==> src/hw/rtl/srs_pkg.sv <==
// Shared types and constants for the retransmit select pipeline.
// No dependencies; imported by every module of the block.
`default_nettype none

package srs_pkg;

    // Sequence numbers wrap modulo 2^24.
    localparam int SN_W = 24;
    typedef logic [SN_W-1:0] sn_t;

    // Selective-ack bitmap port width and the part of it that is searched.
    localparam int BMP_W    = 64;
    localparam int WIN_BITS = 64;
    localparam int SHIFT_W  = $clog2(WIN_BITS);
    localparam int IDX_W    = $clog2(BMP_W);
    localparam logic [BMP_W-1:0] WIN_MASK = {BMP_W{1'b1}} >> (BMP_W - WIN_BITS);

    // Reset value of the in-flight limit register.
    localparam sn_t MAX_IN_FLIGHT_RST = sn_t'(64);

    // Per-record state that travels down the pipeline.
    typedef struct packed {
        logic send_allowed;
        sn_t  send_sn;
        sn_t  next_sn;
        sn_t  retransmit_sn;
        sn_t  recover_sn;
        logic in_recovery;
        logic search;
        sn_t  start_sn;
    } rec_t;

    // Window alignment for the hole search.
    typedef struct packed {
        logic [SHIFT_W-1:0] shift;
        logic               empty;
    } win_ctl_t;

endpackage

`default_nettype wire

==> src/hw/rtl/srs_decide.sv <==
// First pipeline stage: send decision, recovery update and search setup.
// Depends on srs_pkg.
`default_nettype none

module srs_decide
    import srs_pkg::*;
(
    input  wire logic             clk,
    input  wire logic             rst_n,
    input  wire logic             in_valid,
    input  wire logic             do_retransmit,
    input  wire sn_t              retransmit_sn,
    input  wire sn_t              last_acked_sn,
    input  wire logic             in_recovery,
    input  wire sn_t              recover_sn,
    input  wire sn_t              next_sn,
    input  wire logic             find_hole,
    input  wire logic [BMP_W-1:0] sel_ack_bits,
    input  wire sn_t              max_in_flight,
    output logic                  out_valid,
    output rec_t                  rec,
    output logic [BMP_W-1:0]      bitmap,
    output win_ctl_t              win_ctl
);

    logic             valid_reg;
    rec_t             rec_reg;
    rec_t             rec_next;
    logic [BMP_W-1:0] bitmap_reg;
    win_ctl_t         win_ctl_reg;
    win_ctl_t         win_ctl_next;

    logic ahead;
    logic take_retx;
    logic room;
    sn_t  retx_gap;
    sn_t  in_flight;

    // Sequence compares and the retransmit/new-send choice.
    always_comb
    begin
        ahead     = retransmit_sn >= last_acked_sn;
        retx_gap  = retransmit_sn - last_acked_sn;
        in_flight = next_sn - last_acked_sn;
        take_retx = do_retransmit & ahead;
        room      = in_flight < max_in_flight;

        rec_next.send_allowed  = take_retx | room;
        rec_next.send_sn       = take_retx ? retransmit_sn : (room ? next_sn : '0);
        rec_next.next_sn       = (!take_retx && room) ? next_sn + sn_t'(1) : next_sn;
        rec_next.retransmit_sn = retransmit_sn;
        rec_next.recover_sn    = take_retx ? next_sn - sn_t'(1) : recover_sn;
        rec_next.in_recovery   = in_recovery |
                                 (take_retx & (retransmit_sn == last_acked_sn));
        rec_next.search        = take_retx | (!do_retransmit & find_hole);
        rec_next.start_sn      = ahead ? retransmit_sn + sn_t'(1) : last_acked_sn;

        // The search starts just past retransmit_sn when it is in the window.
        win_ctl_next.empty = ahead & (retx_gap >= sn_t'(WIN_BITS - 1));
        win_ctl_next.shift = ahead ? retx_gap[SHIFT_W-1:0] + SHIFT_W'(1) : '0;
    end

    // Valid bit.
    always_ff @(posedge clk or negedge rst_n)
    begin
        if (!rst_n)
        begin
            valid_reg <= 1'b0;
        end
        else
        begin
            valid_reg <= in_valid;
        end
    end

    // Payload registers.
    always_ff @(posedge clk)
    begin
        if (in_valid)
        begin
            rec_reg     <= rec_next;
            bitmap_reg  <= sel_ack_bits & WIN_MASK;
            win_ctl_reg <= win_ctl_next;
        end
    end

    assign out_valid = valid_reg;
    assign rec       = rec_reg;
    assign bitmap    = bitmap_reg;
    assign win_ctl   = win_ctl_reg;

endmodule

`default_nettype wire

==> src/hw/rtl/srs_window.sv <==
// Second pipeline stage: aligns the selective-ack window to the search start.
// Depends on srs_pkg.
`default_nettype none

module srs_window
    import srs_pkg::*;
(
    input  wire logic             clk,
    input  wire logic             rst_n,
    input  wire logic             in_valid,
    input  wire rec_t             in_rec,
    input  wire logic [BMP_W-1:0] bitmap,
    input  wire win_ctl_t         win_ctl,
    output logic                  out_valid,
    output rec_t                  rec,
    output logic [BMP_W-1:0]      window
);

    logic             valid_reg;
    rec_t             rec_reg;
    logic [BMP_W-1:0] window_reg;
    logic [BMP_W-1:0] window_next;

    // Barrel shift; a start beyond the window leaves nothing to search.
    always_comb
    begin
        window_next = win_ctl.empty ? '0 : (bitmap >> win_ctl.shift);
    end

    // Valid bit.
    always_ff @(posedge clk or negedge rst_n)
    begin
        if (!rst_n)
        begin
            valid_reg <= 1'b0;
        end
        else
        begin
            valid_reg <= in_valid;
        end
    end

    // Payload registers.
    always_ff @(posedge clk)
    begin
        if (in_valid)
        begin
            rec_reg    <= in_rec;
            window_reg <= window_next;
        end
    end

    assign out_valid = valid_reg;
    assign rec       = rec_reg;
    assign window    = window_reg;

endmodule

`default_nettype wire

==> src/hw/rtl/srs_hole.sv <==
// Third pipeline stage: trailing-ones count and hole detection on the window.
// Depends on srs_pkg.
`default_nettype none

module srs_hole
    import srs_pkg::*;
(
    input  wire logic             clk,
    input  wire logic             rst_n,
    input  wire logic             in_valid,
    input  wire rec_t             in_rec,
    input  wire logic [BMP_W-1:0] window,
    output logic                  out_valid,
    output rec_t                  rec,
    output logic [IDX_W-1:0]      ones,
    output logic                  hole
);

    logic             valid_reg;
    rec_t             rec_reg;
    logic [IDX_W-1:0] ones_reg;
    logic [IDX_W-1:0] ones_next;
    logic             hole_reg;
    logic             hole_next;

    logic [BMP_W-1:0] zeros;
    logic [BMP_W-1:0] first_zero;
    logic [BMP_W-1:0] low_mask;

    // The first zero of the window marks the hole; a set bit above it is required.
    always_comb
    begin
        zeros      = ~window;
        first_zero = zeros & (~zeros + BMP_W'(1));
        low_mask   = zeros ^ (zeros - BMP_W'(1));
        hole_next  = |(window & ~low_mask);
        ones_next  = '0;
        for (int i = 0; i < BMP_W; i++)
        begin
            if (first_zero[i])
            begin
                ones_next = ones_next | IDX_W'(i);
            end
        end
    end

    // Valid bit.
    always_ff @(posedge clk or negedge rst_n)
    begin
        if (!rst_n)
        begin
            valid_reg <= 1'b0;
        end
        else
        begin
            valid_reg <= in_valid;
        end
    end

    // Payload registers.
    always_ff @(posedge clk)
    begin
        if (in_valid)
        begin
            rec_reg  <= in_rec;
            ones_reg <= ones_next;
            hole_reg <= hole_next;
        end
    end

    assign out_valid = valid_reg;
    assign rec       = rec_reg;
    assign ones      = ones_reg;
    assign hole      = hole_reg;

endmodule

`default_nettype wire

==> src/hw/rtl/sack_retransmit_select_unit.sv <==
// Top level of the retransmit select pipeline: config register and output stage.
// Depends on srs_pkg, srs_decide, srs_window and srs_hole.
//
//   Channel   Handshake             Contents
//   -------   -------------------   -----------------------------------------
//   command   start / busy          one sender record word
//   result    done (strobe)         one decision word, shown for one cycle
//   config    cfg_valid/cfg_ready   max_in_flight (24 bit)
//
// A record is taken in every cycle; busy stays low. Each result passes through
// the decide, window shift, hole search and output registers in that order.
// The receiver cannot stall, so results leave in order, one per accepted
// record. Reset clears the valid bits and sets max_in_flight to 64;
// cfg_ready is always high.
`default_nettype none

module sack_retransmit_select_unit
    import srs_pkg::*;
(
    input  wire logic             clk,
    input  wire logic             rst_n,
    // command channel
    input  wire logic             start,
    output logic                  busy,
    input  wire logic             do_retransmit,
    input  wire sn_t              retransmit_sn,
    input  wire sn_t              last_acked_sn,
    input  wire logic             in_recovery,
    input  wire sn_t              recover_sn,
    input  wire sn_t              next_sn,
    input  wire logic             find_hole,
    input  wire logic [BMP_W-1:0] sel_ack_bits,
    // result channel
    output logic                  done,
    output logic                  send_allowed,
    output sn_t                   send_sn,
    output sn_t                   next_sn_out,
    output sn_t                   retransmit_sn_out,
    output logic                  do_retransmit_out,
    output sn_t                   recover_sn_out,
    output logic                  in_recovery_out,
    // configuration channel
    input  wire logic             cfg_valid,
    output logic                  cfg_ready,
    input  wire sn_t              cfg_data
);

    sn_t              max_in_flight_reg;
    logic             accept;

    logic             s1_valid;
    rec_t             s1_rec;
    logic [BMP_W-1:0] s1_bitmap;
    win_ctl_t         s1_win_ctl;

    logic             s2_valid;
    rec_t             s2_rec;
    logic [BMP_W-1:0] s2_window;

    logic             s3_valid;
    rec_t             s3_rec;
    logic [IDX_W-1:0] s3_ones;
    logic             s3_hole;

    logic             done_reg;
    rec_t             out_rec_reg;
    logic             found_reg;
    logic             found_next;
    sn_t              retx_sn_reg;
    sn_t              retx_sn_next;

    assign busy      = 1'b0;
    assign cfg_ready = 1'b1;
    assign accept    = start & ~busy;

    // In-flight limit register.
    always_ff @(posedge clk or negedge rst_n)
    begin
        if (!rst_n)
        begin
            max_in_flight_reg <= MAX_IN_FLIGHT_RST;
        end
        else if (cfg_valid && cfg_ready)
        begin
            max_in_flight_reg <= cfg_data;
        end
    end

    srs_decide u_decide (
        .clk           (clk),
        .rst_n         (rst_n),
        .in_valid      (accept),
        .do_retransmit (do_retransmit),
        .retransmit_sn (retransmit_sn),
        .last_acked_sn (last_acked_sn),
        .in_recovery   (in_recovery),
        .recover_sn    (recover_sn),
        .next_sn       (next_sn),
        .find_hole     (find_hole),
        .sel_ack_bits  (sel_ack_bits),
        .max_in_flight (max_in_flight_reg),
        .out_valid     (s1_valid),
        .rec           (s1_rec),
        .bitmap        (s1_bitmap),
        .win_ctl       (s1_win_ctl)
    );

    srs_window u_window (
        .clk       (clk),
        .rst_n     (rst_n),
        .in_valid  (s1_valid),
        .in_rec    (s1_rec),
        .bitmap    (s1_bitmap),
        .win_ctl   (s1_win_ctl),
        .out_valid (s2_valid),
        .rec       (s2_rec),
        .window    (s2_window)
    );

    srs_hole u_hole (
        .clk       (clk),
        .rst_n     (rst_n),
        .in_valid  (s2_valid),
        .in_rec    (s2_rec),
        .window    (s2_window),
        .out_valid (s3_valid),
        .rec       (s3_rec),
        .ones      (s3_ones),
        .hole      (s3_hole)
    );

    // A found hole replaces the retransmit sequence number.
    always_comb
    begin
        found_next   = s3_rec.search & s3_hole;
        retx_sn_next = found_next ? s3_rec.start_sn + sn_t'(s3_ones)
                                  : s3_rec.retransmit_sn;
    end

    // Result strobe.
    always_ff @(posedge clk or negedge rst_n)
    begin
        if (!rst_n)
        begin
            done_reg <= 1'b0;
        end
        else
        begin
            done_reg <= s3_valid;
        end
    end

    // Result word registers.
    always_ff @(posedge clk)
    begin
        if (s3_valid)
        begin
            out_rec_reg <= s3_rec;
            found_reg   <= found_next;
            retx_sn_reg <= retx_sn_next;
        end
    end

    assign done              = done_reg;
    assign send_allowed      = out_rec_reg.send_allowed;
    assign send_sn           = out_rec_reg.send_sn;
    assign next_sn_out       = out_rec_reg.next_sn;
    assign retransmit_sn_out = retx_sn_reg;
    assign do_retransmit_out = found_reg;
    assign recover_sn_out    = out_rec_reg.recover_sn;
    assign in_recovery_out   = out_rec_reg.in_recovery;

endmodule

`default_nettype wire

==> config.mk <==
export PLATFORM = sky130hd
export DESIGN_NAME = sack_retransmit_select_unit
export DESIGN_NICKNAME = d
export VERILOG_FILES = /design/src/hw/rtl/srs_pkg.sv /design/src/hw/rtl/srs_decide.sv /design/src/hw/rtl/srs_window.sv /design/src/hw/rtl/srs_hole.sv /design/src/hw/rtl/sack_retransmit_select_unit.sv
export SDC_FILE = /design/constraint.sdc
export NUM_CORES = 1
export LEC_CHECK = 0
export ABC_AREA = 1
export CORE_ASPECT_RATIO = 1.1
export CORE_MARGIN = 5
export CORE_UTILIZATION = 30
export CTS_CLUSTER_DIAMETER = 30
export DETAILED_ROUTE_END_ITERATION = 10
export DONT_BUFFER_PORTS = 1
export GPL_TIMING_DRIVEN = 0
export SLEW_MARGIN = 20
export SYNTH_ARGS = -nofsm -noshare
export SYNTH_HDL_FRONTEND = slang
export SYNTH_SLANG_ARGS = --single-unit
==> constraint.sdc <==
create_clock -name clk -period 5.1 [get_ports clk]
set_input_delay 0.255 -clock clk [delete_from_list [all_inputs] [get_ports clk]]
set_output_delay 0.255 -clock clk [all_outputs]
set_load 0.01 [all_outputs]
# Word level (Yosys, flattened, before mapping)
# Index checks and enable logic that the tools add are counted.
classes:
  n_addsub: 9
  order_cmp: 3
  n_eq_ne: 1
  n_shift: 1
  muxes: 63
  bitwise_logic: 14
  n_reduce_logical: 9
ops:
  columns: ["op", "n"]
  rows:
  - ["NOT 64 bit", 3]
  - ["2-to-1 mux 24 bit", 6]
  - ["AND 64 bit", 2]
  - ["2-to-1 mux 5 bit", 16]
  - ["adder 64 x 1 -> 64 bit, second input constant", 1]
  - ["2-to-1 mux 4 bit", 16]
  - ["OR reduction 64 bit", 1]
  - ["right shift 64 x 6 -> 64 bit", 1]
  - ["subtractor 64 x 1 -> 64 bit, second input constant", 1]
  - ["bitwise XOR 64 bit", 1]
  - ["adder 24 x 1 -> 24 bit, second input constant", 2]
  - ["subtractor 24 bit", 2]
  - ["2-to-1 mux 3 bit", 12]
  - ["OR reduction 32 bit", 1]
  - ["adder 24 x 6 -> 24 bit", 1]
  - ["equality test 24 bit", 1]
  - ["greater-or-equal comparator 24 bit", 1]
  - ["greater-or-equal comparator 24 x 6 -> 1 bit, second input constant", 1]
  - ["< comparator 24 bit", 1]
  - ["subtractor 24 x 1 -> 24 bit, second input constant", 1]
  - ["2-to-1 mux 2 bit", 8]
  - ["OR reduction 16 bit", 1]
  - ["OR reduction 8 bit", 1]
  - ["adder 6 x 1 -> 6 bit, second input constant", 1]
  - ["other kinds (7)", 18]
totals:
  reg_bits: 638
  input_bits: 191
  out_inout_bits: 102
  elab_cells: 147

# Longest topological paths before layout
# Gate-level depths: netlist of run 1.
depth:
  ltp_word: 61
  mapped_depth: 23
  ltp_nobuf: 22

# Hierarchy
# Synthesis of run 1 repeated with hierarchy kept, for this count alone.
hier_totals:
  hier_cells: 3696
  hier_area_um2: 33657.3
by_module_without_submodules:
  columns: ["module", "instances", "cells_per_inst", "area_per_inst_um2", "seq_area_each_um2"]
  rows:
  - ["srs_decide", 1, 1378, 11979.0, 5850.6]
  - ["srs_window", 1, 1100, 9733.1, 5640.4]
  - ["srs_hole", 1, 825, 6874.1, 3928.8]
  - ["sack_retransmit_select_unit", 1, 393, 5071.1, 3599.7]

# Least setup slack after synthesis of run 1
# OpenSTA, ideal clock, no wires.
synth_timing:
  path_kind: "reg2reg"
  from: "reg u_decide.valid_reg, in the netlist u_decide.out_valid"
  to: "reg u_window.rec_reg (netlist bit u_window.rec[0]) (enable)"
  setup_ps: 549
  arrival_ps: 4095
  required_ps: 4551
  setup_slack_ps: 457
  stages_incl_launch_ff: 1
  n_path_buf: 0
  synth_period_minus_slack_ps: 4643
  cell_sequence: "dfrtp_1"
synth_lines:
  columns: ["element", "line_no", "source"]
  rows:
  - ["from (decl)", "srs_decide.sv:26", "logic valid_reg;"]
  - ["from (signal assigned)", "srs_decide.sv:72", "valid_reg <= in_valid;"]
  - ["to (signal assigned)", "srs_window.sv:48", "rec_reg <= in_rec;"]
  - ["to (decl)", "srs_window.sv:20", "rec_t rec_reg;"]
# No word-level cell between the ends.

==> results.yml, run 1 <==
power_and_ir_drop:
  p_leak_nw: 15.7
  power_mw: 16.1
  irDropWorstVdd_mv: 0.254
  p_per_area_nw_per_um2: 404
synthesis:
  synth-edff-count: 610
  synthCells: 3339
  ys_warn_count: 0
  synthesis.area_sq_um: 32300
  ys.flop_type: "edfxtp_1"
  ys_types: 61
  ys_seq_area_share_pct: 58.9
  ys_ff_latch: 638
  syn_nets: 3613
  postSynth.asyncResetShare_pct: 4.39
  synth_area_per_cell_sq_um: 9.66
sta:
  rsz0062_at_grt: "false"
  clock_skew_ns: 0.0585
  slew_violations: 0
  fin_crit_sh_pct: 95.3
  max_freq_mhz: 206
  hold_viol_final: 0
  setup_violations: 0
  worstMarginPinSlew_ns: 0.970
  relSlewSlack_pct: 35.2
  period_minus_slack_ns: 4.86
global_routing:
  antenna_found_initial: 17
  overflow: 0
  grt_first_pass_wirelength_um: 167000
  grtUsageTotal_pct: 19.6
  first_global_vias: 25200
  grt_max_degree: 196
critical_path:
  critical-path-max-stage-delay_ns: 0.55
  r2r_end: "u_decide.rec[79]$_DFFE_PP_"
  end_kind: "flip-flop"
  reg2reg_depth: 14
  crit_fanout: 10
  r2r_slack_ns: 1.76
  critPathLaunch: "last_acked_sn[6]"
  slowest_stage: "dlygate4sd3_1"
  required_ns: 5.54
  crit_top_cell: "nand2_1"
  critPathLaunchType: "input port"
  cp_top_family: "buffers and inverters"
  cp.arrival_ns: 5.30
  crit_buf_inv: 7
  reg2reg_from: "max_in_flight_reg[11]$_DFFE_PN0P_"
  path_class: "input port to flip-flop"
cts:
  clk_pin_slew_worst_paths_ns: 0.06
  cts_tree: "yes"
  cts_root_buf: "clkbuf_16"
  clock_sinks: 638
  cts_buffers: 97
  clockBufferDepth: 3
  postCtsSetupRepairBufs: 0
  clock_latency_ns: 0.70
  h-tree-depth: 3
cells_and_area:
  nets: 3928
  final_cell_mix: "830 x nand2_1, 610 x edfxtp_1, 308 x nor2_1"
  final_common_cell: "nand2_1"
  areaGrowthSynthToFinish_pct: 23.5
  fillers: 10500
  fin_area_sq_um: 39900
  drive_gt1_share_pct: 6.80
routing:
  antenna_left: 0
  avgViaCountPerCell: 5.05
  via_count: 26100
  drt-initial-drc-count: 2881
  drc: 0
  drt-pass1-iter-count: 6
  wl_per_cell_um: 22.3
  drt-total-wl_um: 115000
worst_hold_path:
  hp-start: "retransmit_sn[6]"
  hold_end: "u_decide.rec[8]$_DFFE_PP_"
  worstHoldPathType: "input port to flip-flop"
  min_path_cells: 4
placed_design:
  place_congestion: 0.957
  hpwl_um: 85900
  placed_area_sq_um: 34200
  io_buffer_count: 0
die:
  core_sq_um: 107000
  die_x_um: 323
  die_area_sq_um: 114000
  ios: 293
  fp-row-count: 126
  start_util_pct: 30.1
  die_y_um: 354
outcome:
  status: "finished, final reports clean"
flow_run:
  drv_cap: 0
[stage by stage]
stage	setup TNS [ns]	hold slack [ns]	instances	utilization, %	setup slack [ns]
final	0	0.0578	5163	37.2	0.238
after global routing	0	0.0454	5151	37.2	0.0131
after CTS	0	0.00379	5144	37.1	0.0200
after detailed placement	0	-0.0396	4754	32.0	0.211
after global placement	-326.63	-0.0396	4747	31.8	-1.75
after floorplan	0	-0.0406	3339	-	0.457
[repair_timing]
item | in CTS | in global routing
gates resized for setup | 0 | 7
endpoints found under the hold margin | 424 | 14
hold buffers | 207 | 1
setup endpoints to repair | 0 | 1
[layer usage]
layer  share of wire, %  vias up  track usage [%]
met5              0.029        -                0
met4                3.0        6             6.38
met3                7.9      165             3.99
met2                 45     1134             31.3
met1                 44    12500             26.8
li1                   -    12300                -
[worst max-delay path by stage]
stage                     cells after the start                      endpoint
after global routing                         25    u_decide.rec[79]$_DFFE_PP_
after CTS                                    25    u_decide.rec[79]$_DFFE_PP_
after detailed placement                     20    u_decide.rec[89]$_DFFE_PP_
after global placement                        0  u_window.out_valid$_DFF_PN0_
after floorplan                               0     u_window.rec[0]$_DFFE_PP_
final                                        25    u_decide.rec[79]$_DFFE_PP_
[cells by family (layout without fill, tap and decap cells)]
| family | Yosys count | after routing | synth area share (%) |
|---|---|---|---|
| compound gates | 522 | 522 | 8.73 |
| xor+xnor | 98 | 98 | 2.66 |
| fa+ha+maj | 83 | 83 | 3.29 |
| buf+inv | 419 | 818 | 5.02 |
| flops | 638 | 638 | 58.9 |
| mux | 40 | 40 | 1.24 |
| other cells | 2 | 19 | 0.0233 |
| simple gates | 1537 | 1537 | 20.1 |
[tightest hold or removal path: cells and delay by family]
family / cells / cell delay (ns)
and+or+nand+nor: 2 / 0.17
AOI/OAI and AO/OA: 1 / 0.06
xor gates and xnor gates: 1 / 0.08
[cell type report]
| class | count | area (sq um) | area share [%] |
|---|---|---|---|
| buffer | 107 | 449 | 1.13 |
| antenna | 17 | 42.5 | 0.107 |
| sequential | 638 | 19000 | 47.7 |
| clock inverter | 80 | 987 | 2.48 |
| timing repair buffer | 216 | 2320 | 5.82 |
| tap | 1408 | 1760 | 4.42 |
| inverter | 312 | 1170 | 2.94 |
| clock buffer | 103 | 2450 | 6.15 |
| multi-input combinational | 2282 | 11700 | 29.2 |
[power breakdown]
group,switching (mW),internal (mW)
clock,2.72,4.10
combinational,1.76,0.794
sequential,0.325,6.40
total,4.80,11.3
[synthesized netlist by cell type (6+ instances only)]
library cell / number / area, sq um
a21oi_1: 94 / 470
a31oi_1: 17 / 106
buf_1: 12 / 45.0
buf_2: 20 / 100
clkbuf_1: 70 / 263
dfrtp_1: 27 / 676
edfxtp_1: 610 / 18300
ha_1: 80 / 1000
inv_1: 302 / 1130
inv_2: 8 / 30.0
mux2i_1: 39 / 390
nand2_1: 830 / 3120
nand3_1: 220 / 1100
nand3b_1: 6 / 45.0
nand4_1: 67 / 419
nor2_1: 308 / 1160
nor2_2: 9 / 56.3
nor3_1: 51 / 255
nor4_1: 19 / 119
o21a_1: 6 / 45.0
o21ai_0: 308 / 1540
o21ai_1: 27 / 135
o22ai_1: 30 / 188
or2_2: 7 / 43.8
xnor2_1: 16 / 140
xor2_1: 82 / 718
Power figures use the tool's default switching activity.
==> run 2, diff against run 1 <==
clock period = 4.9 ns   (was 5.1 ns; I/O delays follow)
==> results.yml, run 2 (synthesized netlist as in run 1, its figures left out) <==
outcome:
  status: "finished, final reports clean"
cells_and_area:
  final_common_cell: "nand2_1"
  areaGrowthSynthToFinish_pct: 23.6
  fin_util_pct: 37.3
  seqCellArea_sq_um: 19000
  fillers: 10500
  drive_gt1_share_pct: 6.99
  nets: 3926
  multi_input_area_sq_um: 11700
  final_cell_mix: "830 x nand2_1, 610 x edfxtp_1, 308 x nor2_1"
cts:
  clockBufferDepth: 3
  cts_tree: "yes"
  clk_pin_slew_worst_paths_ns: 0.06
  cts_buffers: 97
  cts_root_buf: "clkbuf_16"
  clock_sinks: 638
  h-tree-depth: 3
  postCtsSetupRepairBufs: 0
  clock_latency_ns: 0.70
routing:
  drt-total-wl_um: 115000
  avgViaCountPerCell: 5.05
  drc: 0
  drt-pass1-iter-count: 5
  via_count: 26100
  drt-initial-drc-count: 2679
  wl_per_cell_um: 22.3
  antenna_left: 0
critical_path:
  reg2reg_from: "max_in_flight_reg[1]$_DFFE_PN0P_"
  reg2reg_depth: 15
  end_kind: "flip-flop"
  crit_fanout: 10
  path_class: "input port to flip-flop"
  required_ns: 5.34
  critPathLaunchType: "input port"
  r2r_end: "u_decide.rec[79]$_DFFE_PP_"
  r2r_slack_ns: 1.56
  cp.arrival_ns: 5.07
die:
  start_util_pct: 30.1
  ios: 293
  fp-row-count: 126
  core_sq_um: 107000
  die_x_um: 323
  die_y_um: 354
  die_area_sq_um: 114000
sta:
  slew_violations: 0
  clock_skew_ns: 0.0587
  relSlewSlack_pct: 37.7
  fin_crit_sh_pct: 94.7
  max_freq_mhz: 216
  period_minus_slack_ns: 4.64
  worstMarginPinSlew_ns: 0.935
  hold_viol_final: 0
  setup_violations: 0
worst_hold_path:
  min_path_cells: 4
  hold_end: "u_decide.rec[30]$_DFFE_PP_"
  hp-start: "next_sn[4]"
  worstHoldPathType: "input port to flip-flop"
power_and_ir_drop:
  p_leak_nw: 15.7
  power_mw: 16.7
  irDropWorstVdd_mv: 0.266
  p_per_area_nw_per_um2: 420
global_routing:
  grt_first_pass_wirelength_um: 167000
  grt_max_degree: 196
  overflow: 0
  antenna_found_initial: 17
  first_global_vias: 25200
  grtUsageTotal_pct: 19.6
placed_design:
  hpwl_um: 85900
  io_buffer_count: 0
  place_congestion: 0.957
flow_run:
  drv_cap: 0
run 2: critical path, cell delays in order:
cell and delay [ns]:
dlygate4sd3_1 0.55, inv_2 0.15, ha_1 0.31, nand2_1 0.09, nand2_1 0.06, nand3_1 0.06
nand2_1 0.06, a21oi_1 0.23, o21ai_2 0.11, a31oi_2 0.18, o21ai_0 0.13, xor2_1 0.23
ha_1 0.29, a21oi_1 0.17, o21a_1 0.15, o221ai_1 0.12, a21oi_2 0.22, nand3_4 0.18
inv_2 0.09, buf_4 0.17, nand2_1 0.06, nand2_1 0.06, dlygate4sd3_1 0.54, nand2_1 0.04
dlygate4sd3_1 0.54
run 2: layout make-up:
type                       count  share of cell area [%]
sequential                   638                    47.7
multi-input combinational   2282                    29.3
clock buffer                 103                    6.14
timing repair buffer         214                    5.80
tap                         1408                    4.42
inverter                     312                    2.94
clock inverter                80                    2.47
buffer                       107                    1.13
antenna                       13                  0.0816
run 2: where the power goes:
part           internal (mW)  total, mW  switching (mW)
Combinational          0.829       2.66            1.83
Sequential              6.66       7.00           0.338
Clock                   4.27       7.09            2.82
run 2: worst max path at each step:
stage	endpoint	from	slack (ns)
after floorplan	u_window.rec[0]$_DFFE_PP_	u_decide.out_valid$_DFF_PN0_	0.26
after global placement	u_window.out_valid$_DFF_PN0_	u_decide.out_valid$_DFF_PN0_	-1.95
after detailed placement	u_decide.rec[89]$_DFFE_PP_	next_sn[0]	0.02
after CTS	u_decide.rec[79]$_DFFE_PP_	last_acked_sn[8]	0.04
after global routing	u_decide.rec[79]$_DFFE_PP_	last_acked_sn[15]	-0.0006
final	u_decide.rec[79]$_DFFE_PP_	last_acked_sn[8]	0.26
run 2: timing repair:
| action | in CTS | in global routing |
|---|---|---|
| endpoints found under the hold margin | 425 | 27 |
| endpoints found under the setup margin | 0 | 1 |
| resized for setup | 0 | 14 |
| hold buffers | 205 | 1 |
run 2: per-layer routing:
layer / GRT usage, % / wire (um)
met3: 4.01 / 9480
met2: 31.1 / 52100
met1: 26.9 / 49900
met5: 0 / 27
met4: 6.51 / 3600
run 2: through the flow:
| step | std cells | setup WS, ns | instance area, sq um | setup TNS, ns | hold WS, ns |
|---|---|---|---|---|---|
| final | 5157 | 0.261 | 39900 | 0 | 0.0450 |
| after global placement | 4747 | -1.95 | 34000 | -390.43 | -0.0496 |
| after CTS | 5142 | 0.0384 | 39800 | 0 | 0.00332 |
| after detailed placement | 4754 | 0.0208 | 34200 | 0 | -0.0496 |
| after floorplan | 3339 | 0.257 | 32300 | 0 | -0.0506 |
| after global routing | 5149 | -0.000559 | 39900 | -0.000559 | 0.0354 |
